<file path="config.mk">
export PLATFORM = sky130hd
export DESIGN_NAME = text_console_ansi_color
export DESIGN_NICKNAME = d
export VERILOG_FILES = /design/src/sv/tcac_pkg.sv /design/src/sv/tcac_fifo.sv /design/src/sv/tcac_front.sv /design/src/sv/tcac_back.sv /design/src/sv/text_console_ansi_color.sv
export SDC_FILE = /design/constraint.sdc
export NUM_CORES = 1
export LEC_CHECK = 0
export ABC_CLOCK_PERIOD_IN_PS = 4700
export BUFFER_PORTS_ARGS = -buffer_cell sky130_fd_sc_hd__buf_2
export CAP_MARGIN = 20
export CELL_PAD_IN_SITES_DETAIL_PLACEMENT = 1
export CELL_PAD_IN_SITES_GLOBAL_PLACEMENT = 1
export CORE_MARGIN = 8
export CORE_UTILIZATION = 30
export CTS_CLUSTER_SIZE = 20
export DETAILED_ROUTE_END_ITERATION = 8
export GPL_ROUTABILITY_DRIVEN = 0
export PLACE_DENSITY_LB_ADDON = 0.15
export REMOVE_ABC_BUFFERS = 1
export SLEW_MARGIN = 20
export SYNTH_ARGS = -nofsm -noshare
export SYNTH_HDL_FRONTEND = slang
export SYNTH_SLANG_ARGS = --single-unit
export TNS_END_PERCENT = 10
</file>
<file path="constraint.sdc">
create_clock -name clk -period 4.7 [get_ports clk]
set_input_delay 0.235 -clock clk [delete_from_list [all_inputs] [get_ports clk]]
set_output_delay 0.235 -clock clk [all_outputs]
set_load 0.01 [all_outputs]
</file>
<file path="src/sv/tcac_pkg.sv">
// Shared types, constants and color helpers for the text console block.
`timescale 1ns / 1ps
package tcac_pkg;

	localparam int COLUMNS_DEF = 80;
	localparam int ROWS_DEF    = 25;
	localparam int CMD_DEPTH   = 4;
	localparam int RES_DEPTH   = 4;

	localparam logic [7:0] CH_BS     = 8'h08;
	localparam logic [7:0] CH_TAB    = 8'h09;
	localparam logic [7:0] CH_LF     = 8'h0A;
	localparam logic [7:0] CH_ESC    = 8'h1B;
	localparam logic [7:0] CH_ZERO   = 8'h30;
	localparam logic [7:0] CH_NINE   = 8'h39;
	localparam logic [7:0] CH_LBRACK = 8'h5B;
	localparam logic [7:0] CH_M      = 8'h6D;

	localparam logic [7:0] ATTR_RESET = 8'h07;
	localparam logic [2:0] TAB_WRITES = 3'd4;

	// Work for the back end, one per accepted byte
	typedef enum logic [2:0] {
		OP_NONE      = 3'd0,
		OP_PLAIN     = 3'd1,
		OP_TAB       = 3'd2,
		OP_NEWLINE   = 3'd3,
		OP_BACKSPACE = 3'd4
	} op_t;

	typedef enum logic [1:0] {
		KIND_WRITE  = 2'd0,
		KIND_SCROLL = 2'd1,
		KIND_CURSOR = 2'd2
	} kind_t;

	typedef enum logic [3:0] {
		PM_NORMAL = 4'b0001,
		PM_ESC    = 4'b0010,
		PM_CSI    = 4'b0100,
		PM_SKIP   = 4'b1000
	} parse_t;

	// ANSI color index to display palette index
	function automatic logic [2:0] colour_map(input logic [2:0] c);
		logic [2:0] m;
		case (c)
			3'd0: m = 3'd0;
			3'd1: m = 3'd4;
			3'd2: m = 3'd2;
			3'd3: m = 3'd6;
			3'd4: m = 3'd1;
			3'd5: m = 3'd5;
			3'd6: m = 3'd3;
			default: m = 3'd7;
		endcase
		return m;
	endfunction

	// SGR code applied to the current attribute
	function automatic logic [7:0] apply_code(input logic [7:0] attr, input logic [9:0] v);
		logic [7:0] a;
		a = attr;
		if (v == 10'd0)
			a = ATTR_RESET;
		else if (v inside {[10'd30:10'd37]})
			a = {attr[7:4], 1'b0, colour_map(3'(v - 10'd30))};
		else if (v inside {[10'd90:10'd97]})
			a = {attr[7:4], 1'b1, colour_map(3'(v - 10'd90))};
		else if (v inside {[10'd40:10'd47]})
			a = {1'b0, colour_map(3'(v - 10'd40)), attr[3:0]};
		else if (v inside {[10'd100:10'd107]})
			a = {1'b1, colour_map(3'(v - 10'd100)), attr[3:0]};
		return a;
	endfunction

endpackage

</file>
<file path="src/sv/tcac_fifo.sv">
// Small first-word-fall-through queue used between and after the stages.
`timescale 1ns / 1ps
module tcac_fifo #(
	parameter int WIDTH = 8,
	parameter int DEPTH = 4
) (
	input  logic             clk,
	input  logic             arst_n,
	input  logic             push,
	input  logic [WIDTH-1:0] wdata,
	output logic             full,
	input  logic             pop,
	output logic [WIDTH-1:0] rdata,
	output logic             empty
);
	localparam int AW   = $clog2(DEPTH);
	localparam int CNTW = $clog2(DEPTH + 1);

	logic [WIDTH-1:0] mem_q [DEPTH];
	logic [AW-1:0]    wr_ptr_q, rd_ptr_q;
	logic [CNTW-1:0]  count_q;
	logic             do_push, do_pop;

	assign full    = (count_q == CNTW'(DEPTH));
	assign empty   = (count_q == '0);
	assign do_push = push && !full;
	assign do_pop  = pop && !empty;
	assign rdata   = mem_q[rd_ptr_q];

	always_ff @(posedge clk) begin
		if (do_push)
			mem_q[wr_ptr_q] <= wdata;
	end

	always_ff @(posedge clk or negedge arst_n) begin
		if (!arst_n) begin
			wr_ptr_q <= '0;
			rd_ptr_q <= '0;
			count_q  <= '0;
		end else begin
			if (do_push)
				wr_ptr_q <= (wr_ptr_q == AW'(DEPTH - 1)) ? '0 : wr_ptr_q + 1'b1;
			if (do_pop)
				rd_ptr_q <= (rd_ptr_q == AW'(DEPTH - 1)) ? '0 : rd_ptr_q + 1'b1;
			case ({do_push, do_pop})
				2'b10: count_q <= count_q + 1'b1;
				2'b01: count_q <= count_q - 1'b1;
				default: count_q <= count_q;
			endcase
		end
	end

endmodule

</file>
<file path="src/sv/tcac_front.sv">
// Front end: escape parser, color attribute and byte classification.
`timescale 1ns / 1ps
module tcac_front (
	input  logic              clk,
	input  logic              arst_n,
	input  logic              push,
	input  logic [7:0]        in_byte,
	input  logic              cmd_full,
	output logic              cmd_push,
	output tcac_pkg::op_t     cmd_op
);
	tcac_pkg::parse_t mode_q, mode_d;
	logic [1:0]       csi_count_q, csi_count_d;
	logic [9:0]       csi_value_q, csi_value_d;
	logic             digits_ended_q, digits_ended_d;
	logic [7:0]       attr_q, attr_d;
	tcac_pkg::op_t    normal_op, op_d;
	logic             accept;

	assign accept   = push && !cmd_full;
	assign cmd_push = accept;
	assign cmd_op   = op_d;

	// Classification of a byte seen outside an escape sequence
	always_comb begin
		case (in_byte)
			tcac_pkg::CH_ESC: normal_op = tcac_pkg::OP_NONE;
			tcac_pkg::CH_LF:  normal_op = tcac_pkg::OP_NEWLINE;
			tcac_pkg::CH_BS:  normal_op = tcac_pkg::OP_BACKSPACE;
			tcac_pkg::CH_TAB: normal_op = tcac_pkg::OP_TAB;
			default:          normal_op = tcac_pkg::OP_PLAIN;
		endcase
	end

	always_comb begin
		mode_d         = mode_q;
		csi_count_d    = csi_count_q;
		csi_value_d    = csi_value_q;
		digits_ended_d = digits_ended_q;
		attr_d         = attr_q;
		op_d           = tcac_pkg::OP_NONE;
		case (mode_q)
			tcac_pkg::PM_NORMAL: begin
				op_d = normal_op;
				if (in_byte == tcac_pkg::CH_ESC)
					mode_d = tcac_pkg::PM_ESC;
			end
			tcac_pkg::PM_ESC: begin
				if (in_byte == tcac_pkg::CH_LBRACK) begin
					mode_d         = tcac_pkg::PM_CSI;
					csi_count_d    = '0;
					csi_value_d    = '0;
					digits_ended_d = 1'b0;
				end else if (in_byte != tcac_pkg::CH_ESC) begin
					// stray ESC: drop it and treat this byte as ordinary
					mode_d = tcac_pkg::PM_NORMAL;
					op_d   = normal_op;
				end
			end
			tcac_pkg::PM_CSI: begin
				if (in_byte == tcac_pkg::CH_M) begin
					attr_d = tcac_pkg::apply_code(attr_q, csi_value_q);
					mode_d = tcac_pkg::PM_NORMAL;
				end else begin
					if (!digits_ended_q &&
					    (in_byte inside {[tcac_pkg::CH_ZERO:tcac_pkg::CH_NINE]}))
						csi_value_d = (csi_value_q << 3) + (csi_value_q << 1) +
						              10'(in_byte - tcac_pkg::CH_ZERO);
					else
						digits_ended_d = 1'b1;
					csi_count_d = csi_count_q + 1'b1;
					if (csi_count_q == 2'd2)
						mode_d = tcac_pkg::PM_SKIP;
				end
			end
			default: begin
				// byte after three parameter characters is swallowed
				attr_d = tcac_pkg::apply_code(attr_q, csi_value_q);
				mode_d = tcac_pkg::PM_NORMAL;
			end
		endcase
	end

	always_ff @(posedge clk or negedge arst_n) begin
		if (!arst_n) begin
			mode_q         <= tcac_pkg::PM_NORMAL;
			csi_count_q    <= '0;
			csi_value_q    <= '0;
			digits_ended_q <= 1'b0;
			attr_q         <= tcac_pkg::ATTR_RESET;
		end else if (accept) begin
			mode_q         <= mode_d;
			csi_count_q    <= csi_count_d;
			csi_value_q    <= csi_value_d;
			digits_ended_q <= digits_ended_d;
			attr_q         <= attr_d;
		end
	end

endmodule

</file>
<file path="src/sv/tcac_back.sv">
// Back end: cursor keeper making result kinds, one per cycle unless res_full.
`timescale 1ns / 1ps
module tcac_back #(
	parameter int COLUMNS = tcac_pkg::COLUMNS_DEF,
	parameter int ROWS    = tcac_pkg::ROWS_DEF
) (
	input  logic               clk,
	input  logic               arst_n,
	input  logic               cmd_valid,
	input  tcac_pkg::op_t      cmd_op,
	output logic               cmd_pop,
	input  logic               res_full,
	output logic               res_push,
	output tcac_pkg::kind_t    res_kind
);
	localparam int CW = $clog2(COLUMNS);
	localparam int RW = $clog2(ROWS);
	localparam logic [CW-1:0] LAST_COL = CW'(COLUMNS - 1);
	localparam logic [RW-1:0] LAST_ROW = RW'(ROWS - 1);

	logic [CW-1:0] col_q, ecol, ncol;
	logic [RW-1:0] row_q, erow, nrow;
	logic          blank_q, scroll_q, cursor_q;
	logic [2:0]    wr_left_q;
	logic          eb, es, ec, nb, ns, nc;
	logic [2:0]    ew, nw;
	logic          busy, load, emit;

	assign busy = blank_q || scroll_q || cursor_q || (wr_left_q != '0);
	assign load = !busy && cmd_valid;

	// Pending work seen this cycle: registers, or a command loaded now
	always_comb begin
		ecol = col_q;
		erow = row_q;
		eb   = blank_q;
		es   = scroll_q;
		ew   = wr_left_q;
		ec   = cursor_q;
		if (load) begin
			ec = 1'b1;
			case (cmd_op)
				tcac_pkg::OP_PLAIN: ew = 3'd1;
				tcac_pkg::OP_TAB:   ew = tcac_pkg::TAB_WRITES;
				tcac_pkg::OP_NEWLINE: begin
					ecol = '0;
					if (row_q == LAST_ROW)
						es = 1'b1;
					else
						erow = row_q + 1'b1;
				end
				tcac_pkg::OP_BACKSPACE: begin
					// nothing to erase at the origin
					if (col_q != '0 || row_q != '0) begin
						eb = 1'b1;
						if (col_q == '0) begin
							ecol = LAST_COL;
							erow = row_q - 1'b1;
						end else begin
							ecol = col_q - 1'b1;
						end
					end
				end
				default: ec = 1'b1;
			endcase
		end
	end

	assign emit     = (eb || es || ec || (ew != '0)) && !res_full;
	assign res_push = emit;
	assign cmd_pop  = load && !res_full;

	always_comb begin
		ncol     = ecol;
		nrow     = erow;
		nb       = eb;
		ns       = es;
		nw       = ew;
		nc       = ec;
		res_kind = tcac_pkg::KIND_CURSOR;
		if (eb) begin
			res_kind = tcac_pkg::KIND_WRITE;
			nb       = 1'b0;
		end else if (es) begin
			res_kind = tcac_pkg::KIND_SCROLL;
			ns       = 1'b0;
		end else if (ew != '0) begin
			res_kind = tcac_pkg::KIND_WRITE;
			nw       = ew - 1'b1;
			if (ecol == LAST_COL) begin
				ncol = '0;
				if (erow == LAST_ROW)
					ns = 1'b1;
				else
					nrow = erow + 1'b1;
			end else begin
				ncol = ecol + 1'b1;
			end
		end else begin
			nc = 1'b0;
		end
	end

	always_ff @(posedge clk or negedge arst_n) begin
		if (!arst_n) begin
			col_q     <= '0;
			row_q     <= '0;
			blank_q   <= 1'b0;
			scroll_q  <= 1'b0;
			wr_left_q <= '0;
			cursor_q  <= 1'b0;
		end else if (emit) begin
			col_q     <= ncol;
			row_q     <= nrow;
			blank_q   <= nb;
			scroll_q  <= ns;
			wr_left_q <= nw;
			cursor_q  <= nc;
		end
	end

endmodule

</file>
<file path="src/sv/text_console_ansi_color.sv">
// Top level of the ANSI color text console sink.
//
// Input channel: a byte is transferred on a clock edge with push high and
// full low. Result channel: while empty is low, kind shows the oldest
// result (0 cell write, 1 scroll up with blank fill, 2 cursor update); it
// is transferred on an edge with pop high and empty low.
// The front end parses escape sequences and classifies one byte per
// cycle into a command queue while it has room. The back end owns the
// cursor and emits one result per cycle into the result queue while it
// has room. A byte yields one to six results (a tab writes four cells and
// scrolls at most once on a screen of four or more columns); every byte
// ends with a cursor update. A byte's command goes through the command
// queue and its results through the result queue. The sustained rate is
// one result per cycle while the result queue has room, set by the back
// end; bytes are taken every cycle while the command queue has room.
// When the receiver stalls, the result queue fills, the back end halts,
// and full rises once the command queue is full too. Reset clears both
// queues, puts the cursor at the origin, the attribute at light grey on
// black and the parser in its normal state.
`timescale 1ns / 1ps
module text_console_ansi_color #(
	parameter int COLUMNS = tcac_pkg::COLUMNS_DEF,
	parameter int ROWS    = tcac_pkg::ROWS_DEF
) (
	input  logic       clk,
	input  logic       arst_n,
	input  logic       push,
	output logic       full,
	input  logic [7:0] in_byte,
	output logic       empty,
	input  logic       pop,
	output logic [1:0] kind
);
	localparam int OPW = $bits(tcac_pkg::op_t);

	logic                  cmd_push, cmd_full, cmd_empty, cmd_pop;
	tcac_pkg::op_t         front_op, back_op;
	logic [OPW-1:0]        cmd_rdata;
	logic                  res_push, res_full;
	tcac_pkg::kind_t       res_kind;

	assign full    = cmd_full;
	assign back_op = tcac_pkg::op_t'(cmd_rdata);

	tcac_front u_front (
		.clk      (clk),
		.arst_n   (arst_n),
		.push     (push),
		.in_byte  (in_byte),
		.cmd_full (cmd_full),
		.cmd_push (cmd_push),
		.cmd_op   (front_op)
	);

	tcac_fifo #(
		.WIDTH (OPW),
		.DEPTH (tcac_pkg::CMD_DEPTH)
	) u_cmd_fifo (
		.clk    (clk),
		.arst_n (arst_n),
		.push   (cmd_push),
		.wdata  (OPW'(front_op)),
		.full   (cmd_full),
		.pop    (cmd_pop),
		.rdata  (cmd_rdata),
		.empty  (cmd_empty)
	);

	tcac_back #(
		.COLUMNS (COLUMNS),
		.ROWS    (ROWS)
	) u_back (
		.clk       (clk),
		.arst_n    (arst_n),
		.cmd_valid (!cmd_empty),
		.cmd_op    (back_op),
		.cmd_pop   (cmd_pop),
		.res_full  (res_full),
		.res_push  (res_push),
		.res_kind  (res_kind)
	);

	tcac_fifo #(
		.WIDTH (2),
		.DEPTH (tcac_pkg::RES_DEPTH)
	) u_res_fifo (
		.clk    (clk),
		.arst_n (arst_n),
		.push   (res_push),
		.wdata  (2'(res_kind)),
		.full   (res_full),
		.pop    (pop),
		.rdata  (kind),
		.empty  (empty)
	);

endmodule

</file>
# == Word-level counts from Yosys, hierarchy flattened ==
# Memories as Yosys holds them, arrays and structs flattened.
# Index checks and enable logic that the tools add are counted.
# classes
n_eq_ne,33
div,0
muxes,64
add_sub_neg,15
reduce_logical,31
shifts,0
bitwise,0
order_cmp,0
multipliers,0
# op_table
cell,count
two-way mux 7 bit,7
two-way mux 5 bit,9
"== test 8 x 4 -> 1 bit, second input constant",3
case mux 3 bit (2 select lines),4
two-way mux 4 bit,5
two-way mux 1 bit,19
two-way mux 2 bit,9
two-way mux 3 bit,6
"== test 8 x 7 -> 1 bit, second input constant",2
"== test 2 bit, second input constant",7
case mux 7 bit (2 select lines),1
case mux 3 bit (4 select lines),1
case mux 4 bit (3 select lines),1
"adder 2 x 1 -> 2 bit, second input constant",5
"adder 5 x 1 -> 5 bit, second input constant",2
"== test 5 bit, second input constant",2
case mux 5 bit (2 select lines),1
"== test 3 bit, second input constant",3
"subtractor 3 x 1 -> 3 bit, second input constant",3
"== test 8 x 5 -> 1 bit, second input constant",1
logical AND 1 bit,8
"inequality test 8 x 5 -> 1 bit, second input constant",1
AND reduction 4 bit,2
"adder 7 x 1 -> 7 bit, second input constant",1
other kinds (22),40
# word_totals
ram_bits,20
input_bits,12
memories,2
output_inout_bits,4
rom_bits,0
wordCells,158
latchBits,0
reg_bits,37
# memory_table
name,words,width,rd,rd_ports_with_merged_regs,wr,line_no,text
u_cmd_fifo.mem_q,4,3,1,0,1,tcac_fifo.sv:19,logic [WIDTH-1:0] mem_q [DEPTH];
u_res_fifo.mem_q,4,2,1,0,1,tcac_fifo.sv:19,

# == Logic depth before layout (Yosys ltp) ==
# Gate-level depths: netlist (run 1).
# depth
depth_word,12
depth_mapped,17
mapped_depth_nobuf,14

# == By module ==
# From an unflattened synthesis (run 1), not the netlist that was laid out.
# hier_totals
hier_cells,406
area_unflattened_um2,4227.8
# by_module_without_submodules
module,seq_area_each_um2,instances,cells_each,area_each_um2
tcac_back,425.4,1,247,2021.9
tcac_fifo (u_cmd_fifo),535.5,1,55,914.6
tcac_fifo (u_res_fifo),415.4,1,50,772.0
tcac_front,151.4,1,53,515.5
text_console_ansi_color,0.0,1,1,3.8

# == Worst setup path after synthesis (run 1) ==
# No wires, ideal clock.
# synth_timing
kind,register -> register
from,register u_back.scroll_q
to,register u_back.row_q[3]
n_path_buf,2
stages_incl_launch_ff,12
required_ns,4.618
setup_ns,0.082
arrival_time_ns,3.714
period_less_slack_ns,3.796
slack_ns,0.904
path_cell_list,dfrtp_1 or4_1 or3_1 buf_2 clkbuf_1 o41ai_1 inv_1 ha_1 a211o_1 or4_4 or4_1 a31oi_1
# synth_via
elab_chain_len,11
word_cells_on_any_way,25
cone_classes,add/sub (1); eq/ne (2); mux (13); reduce/logical (9)
# synth_rtl
item,line_no,text
start: declaration,tcac_back.sv:23,"logic blank_q, scroll_q, cursor_q;"
start signal: assignment,tcac_back.sv:116,scroll_q <= ns;
logical OR 1 bit (2 in a row),tcac_back.sv:29,assign busy = blank_q || scroll_q || cursor_q || (wr_left_q != '0);
zero test 1 bit,tcac_back.sv:30,assign load = !busy && cmd_valid;
logical AND 1 bit,tcac_back.sv:30,
two-way mux 5 bit,tcac_back.sv:40,if (load) begin
adder 5 x 1 -> 5 bit / == test 5 bit (equally long branches),"tcac_back.sv:95, tcac_back.sv:92",
two-way mux 5 bit,tcac_back.sv:92,if (erow == LAST_ROW)
two-way mux 5 bit,tcac_back.sv:90,if (ecol == LAST_COL) begin
two-way mux 5 bit,tcac_back.sv:87,end else if (ew != '0) begin
two-way mux 5 bit,tcac_back.sv:84,end else if (es) begin
two-way mux 5 bit,tcac_back.sv:81,if (eb) begin
end signal: assignment,tcac_back.sv:114,row_q <= nrow;
end: declaration,tcac_back.sv:22,"logic [RW-1:0] row_q, erow, nrow;"
# Several ways; a longest one is shown, not always the timed one.
# A chain may end at the register's enable or synchronous reset.

# == Worst setup path in the final report (run 1) ==
# layout_timing
from,register u_cmd_fifo.rd_ptr_q[0]
to,register u_back.row_q[3]
# layout_via
elab_chain_len,10
word_cells_on_any_way,28
cone_classes,add/sub (1); eq/ne (6); mux (15); reduce/logical (5); memory (1)
# layout_rtl
item,line_no,text
start: declaration,tcac_fifo.sv:20,"logic [AW-1:0] wr_ptr_q, rd_ptr_q;"
start signal: assignment,tcac_fifo.sv:44,rd_ptr_q <= (rd_ptr_q == AW'(DEPTH - 1)) ? '0 : rd_ptr_q + 1'b1;
memory read (4 x 3 bit) (*),-,
== test 3 bit / == test 3 x 2 -> 1 bit (equally long branches),tcac_back.sv:42,case (cmd_op)
case mux 5 bit (2 select lines),tcac_back.sv:42,
two-way mux 5 bit,tcac_back.sv:40,
adder 5 x 1 -> 5 bit / == test 5 bit (equally long branches),"tcac_back.sv:95, tcac_back.sv:92",
two-way mux 5 bit,tcac_back.sv:92,
two-way mux 5 bit,tcac_back.sv:90,
two-way mux 5 bit,tcac_back.sv:87,
two-way mux 5 bit,tcac_back.sv:84,
two-way mux 5 bit,tcac_back.sv:81,
# Mark *: on every way between the ends. The rest lies on a longest branch, timed or not.

==> reports/metrics.sh, run 1 <==
RUN_STATUS='finished clean'
SLOWEST_CP_CELL='sky130_fd_sc_hd__nor3b_1'
GRT_USAGE=0.1206
PWR-SHARE-COMB=0.472
SWSHARE=0.4151
TOTALWIRELENGTH_UM=9241
NUMBER_OF_GLOBAL_ROUTE_VIAS_BEFORE_REPAIR=3041
ROUTE.LAYER.MET1.WL_UM=4395
SYNTH_TOP_CELL_BY_AREA='sky130_fd_sc_hd__dfrtp_1'
SYNTH_CELL_TYPE_COUNT=64
NUM-NETS-FINAL=438
R2R_END='u_back.row_q[3]$_DFFE_PN0P_'
TIMING.CRITICAL_PATH.ARRIVAL_NS=4.46
WORSTMARGINPINSLEW_NS=0.8762
FINAL-SEQ-AREA_UM2=1528
SYNTH_TOP_FLOP_CELL='sky130_fd_sc_hd__dfrtp_1'
SYN-MEAN-INSTANCE-AREA_UM2=9.779
CLOCKBUFFERDEPTH=2
DPL-INSTANCE-AREA_UM2=3975
NUMBER_OF_CORE_ROWS=40
ENDPOINT_KIND='flop'
CTS_ROOT_BUFFER='sky130_fd_sc_hd__clkbuf_16'
FLOORPLAN.INITIALDENSITY=0.3081
SYNTH.YOSYS.SEQ_AREA_SHARE=0.4111
INTERNAL_CELL_POWER_W=0.001854
CTS.REPORTEDPATHS.CLKPINSLEW_NS=0.05
MAX_STAGE_DELAY_NS=0.76
GATES_RESIZED_CTS_REPAIR=0
POSTCTSSETUPREPAIRBUFS=0
FLOORPLAN.DIE.WIDTH_UM=127.3
CRIT_BUF_INV=1
FP.COREAREA_UM2=12060
SYNTH_EDF_COUNT=20
DRC_ERRORS=0
SLEW-LIMIT-HEADROOM=0.4146
AREA_OF_THE_MULTI_INPUT_GATES_UM2=1989
NET-SWITCHING-POWER_W=0.001315
GRT_PASS1_WL_UM=15470
POST-DP-HPWL_UM=6957
TIMING.CRITICAL_PATH.DEPTH=10
FP.DIEAREA_UM2=16200
FINAL_HOLD_VIOL_COUNT=0
POST_SYNTH_INSTANCE_AREA_UM2=3716
CRITICAL_PATH_REQUIRED_NS=4.94
HTREE_NUM_LEVELS=3
ASYNC_FLOP_SHARE=0.6491
POWER.SHARE.SEQUENTIAL=0.297
CLOCK_POWER_SHARE=0.231
FILLER_CELL_COUNT=1379
ANTENNA_CELLS_INSERTED=0
INSERTION_DELAY_NS=0.32
ROUTE.MET3.WL_UM=258
YOSYSWARNINGCOUNT=0
R2R.WORST_PATH.CELLS=10
AVERAGE_WIRE_PER_CELL_IN_THE_ROUTED_DESIGN_UM=16.13
TOP_LAYER='met4'
CELL_FAMILY_WITH_THE_LARGEST_SHARE_OF_CRITICAL_PATH_DELAY='simple AND/OR/NAND/NOR gates'
DIE_H_UM=127.3
SLEW_VIOL_FINAL=0
WORSTPATHCELLLIST='mux4_2, nor3b_1, nand2_1, o31ai_1, ha_1, inv_1, a211o_4, or4_4, or4_1, a31oi_1'
CELLLEAKAGEPOWER_nW=1.749
ENDPOINT='u_back.row_q[3]$_DFFE_PN0P_'
TIMING.FINAL.CRIT_PERIOD_NS=4.220
GRT_MAX_DEGREE=38
BUFFER_PORTS.INSERTED=15
CLOCK_TREE_SKEW_AFTER_FINAL_LAYOUT_NS=0.004344
FIRSTDRTPASSITERS=4
SETUP_VIOLATIONS=0
FINAL_MIN_PERIOD_OVER_CLOCK_PERIOD=0.8979
CTS_TREE='built'
SYNTH.AREA.TOP_CELLS='sky130_fd_sc_hd__dfrtp_1, sky130_fd_sc_hd__edfxtp_1, sky130_fd_sc_hd__ha_1, sky130_fd_sc_hd__inv_1, sky130_fd_sc_hd__nor2_1'
RR_STARTPOINT='u_cmd_fifo.rd_ptr_q[0]$_DFFE_PN0P_'
ANT_NETS=0
POWER-PER-CELL-AREA_nW_PER_UM2=730.3
IO_PINS=16
VIAS=2859
REG2REG_SLACK_NS=0.48
HOLD_PATH_CLASS='input port to flop'
SYNTH_LARGEST_TYPE_AREA_FRACTION=0.2424
SETUP_TOTAL_NEGATIVE_SLACK_NS=0
CRIT_START='u_cmd_fifo.rd_ptr_q[0]$_DFFE_PN0P_'
CRITICAL_PATH_CLASS='flop to flop'
POST-ROUTE-CELL-AREA_UM2=4339
POST-LAYOUT-TOTAL-POWER_W=0.003169
MET2_LENGTH_UM=4447
RSZ0062_AT_GRT='no'
CRIT_PATH_START_KIND='flop'
VDD_DROP_MAX_mV=0.3744
CRIT_FANOUT=7
VIAS_PER_CELL=4.990
SYNTH_CELLS=380
MAXCLOCKFREQUENCY_GHz=0.2370
SYN_TO_FINAL_GROWTH_PCT=16.77
DRIVE_GT1_FRAC=0.1358
GRT_ANTENNA_BEFORE_REPAIR=0
YOSYS_REGISTER_BITS=57
NUMBER_OF_CLOCK_SINKS=57
CTS_INSERTED_BUFFERS=9
DRT_ITER0_MARKERS=130
GRT-OVFL-TOTAL=0
COUNT_OF_MAXIMUM_CAPACITANCE_VIOLATIONS=0
cell families (layout without fill, tap and decap cells):
logic type                 Yosys count  after routing  synth area share
muxes                               12             12           0.05051
AOI/OAI and AO/OA                   85             85            0.1586
buffers and inverters               47             72           0.05354
adders and majority gates           26             26           0.09158
DFF                                 57             57            0.4111
xor gates and xnor gates            13             13           0.03064
and+or+nand+nor                    140            140            0.2040
worst min-delay path, cell delays in order:
cell                      delay (ns)
sky130_fd_sc_hd__buf_2          0.13
sky130_fd_sc_hd__nand4_1        0.07
sky130_fd_sc_hd__o21ai_0        0.07
worst min-delay path by stage:
stage | from | slack, ns | endpoint | cells past startpoint
after floorplan | arst_n | -0.06 | u_back.col_q[0]$_DFFE_PN0P_ | 0
after detailed placement | arst_n | 0.45 | u_front.csi_count_q[1]$_DFFE_PN0P_ | 1
after CTS | arst_n | 0.10 | u_front.csi_count_q[1]$_DFFE_PN0P_ | 1
after global placement | arst_n | 0.44 | u_front.csi_count_q[1]$_DFFE_PN0P_ | 1
final | in_byte[6] | 0.23 | u_front.mode_q[2]$_DFFE_PN0P_ | 3
after global routing | in_byte[6] | 0.29 | u_front.mode_q[2]$_DFFE_PN0P_ | 3
cell usage in the layout, fill, tap and decap left out, types with 3 or more instances in the layout:
master and count:
sky130_fd_sc_hd__dfrtp_1 36, sky130_fd_sc_hd__inv_1 32, sky130_fd_sc_hd__nor2_1 32, sky130_fd_sc_hd__nand2_1 26, sky130_fd_sc_hd__ha_1 24, sky130_fd_sc_hd__o21ai_0 22, sky130_fd_sc_hd__edfxtp_1 20, sky130_fd_sc_hd__nor3_1 16
sky130_fd_sc_hd__buf_2 15, sky130_fd_sc_hd__a21oi_1 12, sky130_fd_sc_hd__and2_1 11, sky130_fd_sc_hd__a31oi_1 10, sky130_fd_sc_hd__o31ai_1 9, sky130_fd_sc_hd__clkbuf_16 9, sky130_fd_sc_hd__xnor2_1 8, sky130_fd_sc_hd__nand3_1 7
sky130_fd_sc_hd__buf_4 7, sky130_fd_sc_hd__nor4_1 6, sky130_fd_sc_hd__nand4_1 6, sky130_fd_sc_hd__or3_1 5, sky130_fd_sc_hd__mux4_2 5, sky130_fd_sc_hd__a21o_1 5, sky130_fd_sc_hd__xor2_1 5, sky130_fd_sc_hd__nor4b_1 4
sky130_fd_sc_hd__nor2b_1 4, sky130_fd_sc_hd__mux2_2 4, sky130_fd_sc_hd__nand2b_1 3, sky130_fd_sc_hd__mux2i_1 3, sky130_fd_sc_hd__and3_1 3, sky130_fd_sc_hd__and4_1 3, sky130_fd_sc_hd__clkbuf_8 3
cell type report:
| class | count | area share |
|---|---|---|
| clock inverters | 2 | 0.01384 |
| well taps | 168 | 0.04844 |
| flip-flops and latches | 57 | 0.3521 |
| repair buffers | 24 | 0.03633 |
| clock buffers | 14 | 0.06315 |
| multi-input cells | 276 | 0.4585 |
| inverters | 32 | 0.02768 |
metal layers:
| metal | track usage | vias up |
|---|---|---|
| met3 | 0.02953 | 10 |
| li1 | - | 1425 |
| met4 | 0.04269 | 0 |
| met2 | 0.2024 | 34 |
| met1 | 0.1472 | 1390 |
| met5 | 0 | - |
power groups by stage:
| stage | Combinational, W | Sequential (W) | Clock [W] |
|---|---|---|---|
| finish | 0.00150 | 0.000942 | 0.000732 |
| global route | 0.00170 | 0.000978 | 0.000765 |
| CTS | 0.00153 | 0.000947 | 0.000755 |
| detailed placement | 0.00151 | 0.000955 | 0 |
| global placement | 0.00148 | 0.000943 | 0 |
| floorplan | 0.00109 | 0.000888 | 0 |
registers in the layout (all words and copies together) (netlist names):
register	count
u_back.scroll_q	1
u_back.col_q	7
u_front.mode_q	4
u_cmd_fifo.count_q	3
u_front.csi_count_q	2
u_back.wr_left_q	3
u_back.cursor_q	1
u_cmd_fifo.wr_ptr_q	2
u_back.row_q	5
u_res_fifo.wr_ptr_q	2
u_cmd_fifo.rd_ptr_q	2
u_res_fifo.rd_ptr_q	2
u_res_fifo.count_q	3
u_cmd_fifo.mem_q	12
u_res_fifo.mem_q	8
through the flow:
stage | instances | utilization | worst slack (ns) | hold slack [ns]
2_1_floorplan | 365 | - | 0.1001 | -0.06059
3_3_place_gp | 555 | 0.3296 | 0.6692 | 0.4417
3_5_place_dp | 555 | 0.3296 | 0.4755 | 0.4527
4_1_cts | 571 | 0.3573 | 0.4881 | 0.1037
5_1_grt | 573 | 0.3598 | 0.1305 | 0.2858
6_report | 573 | 0.3598 | 0.4799 | 0.2319
Yosys cell counts (3+ instances only):
library cell	n
sky130_fd_sc_hd__mux2_2	4
sky130_fd_sc_hd__and3_1	3
sky130_fd_sc_hd__o21ai_0	22
sky130_fd_sc_hd__nor3_1	16
sky130_fd_sc_hd__nand2b_1	3
sky130_fd_sc_hd__ha_1	24
sky130_fd_sc_hd__dfrtp_1	36
sky130_fd_sc_hd__nand3_1	7
sky130_fd_sc_hd__a31oi_1	10
sky130_fd_sc_hd__nor4_1	6
sky130_fd_sc_hd__buf_2	3
sky130_fd_sc_hd__and2_1	11
sky130_fd_sc_hd__edfxtp_1	20
sky130_fd_sc_hd__clkbuf_1	8
sky130_fd_sc_hd__o31ai_1	9
sky130_fd_sc_hd__nand2_1	26
sky130_fd_sc_hd__a21oi_1	12
sky130_fd_sc_hd__inv_1	32
sky130_fd_sc_hd__a21o_1	5
sky130_fd_sc_hd__and4_1	3
sky130_fd_sc_hd__mux2i_1	3
sky130_fd_sc_hd__mux4_2	5
sky130_fd_sc_hd__or3_1	5
sky130_fd_sc_hd__nor4b_1	4
sky130_fd_sc_hd__nand4_1	6
sky130_fd_sc_hd__xnor2_1	8
sky130_fd_sc_hd__nor2_1	32
sky130_fd_sc_hd__xor2_1	5
sky130_fd_sc_hd__nor2b_1	4
what timing repair did:
item,4_1_cts,5_1_grt
hold buffers,0,1
endpoints found under the setup margin,0,0
endpoints found under the hold margin,0,12
(Power assumes the default switching activity.)
==> inputs of run 2 (changes only) <==
--- a/config.mk
+++ b/config.mk
@@ -10,14 +10,13 @@
 export CAP_MARGIN = 20
 export CELL_PAD_IN_SITES_DETAIL_PLACEMENT = 1
 export CELL_PAD_IN_SITES_GLOBAL_PLACEMENT = 1
-export CORE_MARGIN = 8
+export CORE_MARGIN = 2
 export CORE_UTILIZATION = 30
-export CTS_CLUSTER_SIZE = 20
+export CTS_CLUSTER_SIZE = 24
 export DETAILED_ROUTE_END_ITERATION = 8
 export GPL_ROUTABILITY_DRIVEN = 0
 export PLACE_DENSITY_LB_ADDON = 0.15
 export REMOVE_ABC_BUFFERS = 1
-export SLEW_MARGIN = 20
 export SYNTH_ARGS = -nofsm -noshare
 export SYNTH_HDL_FRONTEND = slang
 export SYNTH_SLANG_ARGS = --single-unit
==> run 2 against run 1 <==
  * Design area fell by 0.98%
  * Largest power group unchanged
  * Clock skew rose by 0.0064 ns
  * Register-to-register slack improved by 0.07 ns
  * Critical path depth did not move
==> reports/metrics.sh, run 2 (synthesis results as in run 1) <==
POST-DP-HPWL_UM=6857  # was 6957 um
GRT_PASS1_WL_UM=14990  # was 15,470 um
MAXCLOCKFREQUENCY_GHz=0.2407  # was 0.2370 GHz
CRIT_PATH_START_KIND='flop'  # unchanged
BUFFER_PORTS.INSERTED=15  # unchanged
ENDPOINT_KIND='flop'  # unchanged
VDD_DROP_MAX_mV=0.2692  # was 0.3744 mV
CTS_ROOT_BUFFER='sky130_fd_sc_hd__clkbuf_16'  # unchanged
GATES_RESIZED_CTS_REPAIR=0  # unchanged
TOTALWIRELENGTH_UM=8995  # was 9241 um
NUMBER_OF_FLIP_FLOPS_IN_THE_LARGEST_REGISTER=12  # unchanged
HTREE_NUM_LEVELS=3  # unchanged
CTS_INSERTED_BUFFERS=9  # unchanged
COUNT_OF_MAXIMUM_CAPACITANCE_VIOLATIONS=0  # unchanged
IO_PINS=16  # unchanged
GRT-OVFL-TOTAL=0  # unchanged
POSTCTSSETUPREPAIRBUFS=0  # unchanged
CRITICAL_PATH_CLASS='flop to flop'  # unchanged
GRT_MAX_DEGREE=38  # unchanged
CRITICAL_PATH_REQUIRED_NS=4.94  # about the same
RSZ0062_AT_GRT='no'  # unchanged
DIE_H_UM=115.3  # was 127.3 um
LARGEST-REGISTER='u_cmd_fifo.mem_q'  # unchanged
AVERAGE_WIRE_PER_CELL_IN_THE_ROUTED_DESIGN_UM=15.75  # was 16.13 um
WORSTMARGINPINSLEW_NS=0.9457  # was 0.8762 ns
NUM-NETS-FINAL=436  # was 438
TOP_REGS='u_cmd_fifo.mem_q (12), u_res_fifo.mem_q (8), u_back.col_q (7)'  # unchanged
CLOCK_TREE_SKEW_AFTER_FINAL_LAYOUT_NS=0.01079  # was 0.004344 ns
DRT_ITER0_MARKERS=111  # was 130
COUNT_OF_PLACED_STANDARD_CELLS_INCLUDING_TAPS=555  # unchanged
NUMBER_OF_GLOBAL_ROUTE_VIAS_BEFORE_REPAIR=2997  # was 3,041
POST-LAYOUT-TOTAL-POWER_W=0.003140  # was 0.003169 W
CTS_HOLD_REPAIR.BUFFERS=0  # unchanged
FLOORPLAN.INITIALDENSITY=0.3081  # unchanged
FP.COREAREA_UM2=12060  # unchanged
CLOCKBUFFERDEPTH=2  # unchanged
FP.DIEAREA_UM2=13290  # was 16,200 um2
VIAS_PER_CELL=4.988  # was 4.990
POST_LAYOUT_NONFILLER_INSTANCES=571  # was 573
INSERTION_DELAY_NS=0.32  # about the same
NUMBER_OF_CORE_ROWS=40  # unchanged
GRT_ANTENNA_BEFORE_REPAIR=0  # unchanged
CELLLEAKAGEPOWER_nW=1.732  # was 1.749 nW
CRIT_FANOUT=7  # unchanged
ANT_NETS=0  # unchanged
NUMBER_OF_CLOCK_SINKS=57  # unchanged
AREA_OF_THE_MULTI_INPUT_GATES_UM2=1989  # unchanged
FINAL-SEQ-AREA_UM2=1528  # unchanged
DRC_ERRORS=0  # unchanged
SETUP_VIOLATIONS=0  # unchanged
POWER-PER-CELL-AREA_nW_PER_UM2=730.8  # was 730.3 nW/um2
HOLD_PATH_CLASS='input port to async pin'  # was input port to flop
MOST-COMMON-LAYOUT-CELLS='sky130_fd_sc_hd__dfrtp_1, sky130_fd_sc_hd__inv_1, sky130_fd_sc_hd__nor2_1'  # unchanged
FILLER_CELL_COUNT=1391  # was 1,379
FINAL_MIN_PERIOD_OVER_CLOCK_PERIOD=0.8838  # was 0.8979
SLEW-LIMIT-HEADROOM=0.3696  # was 0.4146
FLOORPLAN.DIE.WIDTH_UM=115.3  # was 127.3 um
TIMING.CRITICAL_PATH.ARRIVAL_NS=4.40  # was 4.46 ns
SLEW_VIOL_FINAL=0  # unchanged
SETUP_TOTAL_NEGATIVE_SLACK_NS=0  # unchanged
FINAL_HOLD_VIOL_COUNT=0  # unchanged
CTS.REPORTEDPATHS.CLKPINSLEW_NS=0.05  # about the same
CTS_TREE='built'  # unchanged
FIRSTDRTPASSITERS=4  # unchanged
ANTENNA_CELLS_INSERTED=0  # unchanged
FINAL_COMMON_CELL='sky130_fd_sc_hd__dfrtp_1'  # unchanged
VIAS=2848  # was 2,859
TIMING.FINAL.CRIT_PERIOD_NS=4.154  # was 4.220 ns
DRIVE_GT1_FRAC=0.1365  # was 0.1358
SYN_TO_FINAL_GROWTH_PCT=15.62  # was 16.77%
GRT_USAGE=0.1450  # was 0.1206
RUN_STATUS='finished clean'  # unchanged
[run 2: cell count changes in the layout (fill, tap and decap cells not counted)]
cell / before / now
sky130_fd_sc_hd__buf_12: 1 / 0
sky130_fd_sc_hd__inv_6: 0 / 1
sky130_fd_sc_hd__clkbuf_8: 3 / 1
sky130_fd_sc_hd__clkinv_2: 0 / 2
sky130_fd_sc_hd__clkbuf_1: 2 / 1
sky130_fd_sc_hd__dlygate4sd3_1: 1 / 0
[run 2: final cells by class]
| type | instances | area share |
|---|---|---|
| Clock inverter | 5 | 0.01835 |
| Inverter | 32 | 0.02796 |
| Tap cell | 168 | 0.04892 |
| Multi-Input combinational cell | 276 | 0.4630 |
| Sequential cell | 57 | 0.3556 |
| Timing Repair Buffer | 22 | 0.02970 |
| Clock buffer | 11 | 0.05649 |
[run 2: worst paths after layout]
| path | startpoint | to | slack, ns | cells after the start |
|---|---|---|---|---|
| hold reg to reg | u_front.csi_count_q[0]$_DFFE_PN0P_ | u_front.csi_count_q[0]$_DFFE_PN0P_ | 0.49 | 1 |
| setup reg to reg | u_cmd_fifo.rd_ptr_q[0]$_DFFE_PN0P_ | u_back.row_q[3]$_DFFE_PN0P_ | 0.55 | 10 |
| setup / recovery | u_cmd_fifo.rd_ptr_q[0]$_DFFE_PN0P_ | u_back.row_q[3]$_DFFE_PN0P_ | 0.55 | 10 |
| max in group asynchronous | arst_n | u_back.wr_left_q[0]$_DFFE_PN0P_ | 4.04 | 1 |
| min in group clk | in_byte[6] | u_front.mode_q[2]$_DFFE_PN0P_ | 0.25 | 3 |
| hold / removal | arst_n | u_front.csi_count_q[0]$_DFFE_PN0P_ | 0.07 | 1 |
[run 2: critical path: stages, from the launching register on]
cell and delay (ns):
sky130_fd_sc_hd__dfrtp_1 0.48, sky130_fd_sc_hd__mux4_2 0.60, sky130_fd_sc_hd__nor3b_1 0.68, sky130_fd_sc_hd__nand2_1 0.11, sky130_fd_sc_hd__o31ai_1 0.47, sky130_fd_sc_hd__ha_1 0.26, sky130_fd_sc_hd__inv_1 0.06, sky130_fd_sc_hd__a211o_4 0.31
sky130_fd_sc_hd__or4_4 0.53, sky130_fd_sc_hd__or4_1 0.41, sky130_fd_sc_hd__a31oi_1 0.16
[run 2: per-stage QoR]
| stage | cell area (um2) | hold slack, ns | utilization | setup WS, ns |
|---|---|---|---|---|
| 4_1_cts | 4297 | 0.1029 | 0.3562 | 0.5763 |
| 6_report | 4297 | 0.06708 | 0.3562 | 0.5461 |
| 5_1_grt | 4297 | 0.1381 | 0.3562 | 0.3291 |
| 2_1_floorplan | 3637 | -0.06059 | - | 0.1001 |
| 3_5_place_dp | 3975 | 0.4415 | 0.3296 | 0.6036 |
| 3_3_place_gp | 3975 | 0.4390 | 0.3296 | 0.7271 |
[run 2: routing by layer]
metal / GRT usage / share of wire
met5: 0 / 0
met4: 0.04016 / 0.0081
met3: 0.03005 / 0.017
met2: 0.2443 / 0.48
met1: 0.1895 / 0.49
[run 2: power breakdown]
| group | internal (W) | total (W) | leakage, nW | switching (W) |
|---|---|---|---|---|
| Combinational | 0.000600 | 0.00149 | 0.944 | 0.000893 |
| Clock | 0.000478 | 0.000710 | 0.160 | 0.000231 |
| Sequential | 0.000746 | 0.000938 | 0.629 | 0.000191 |
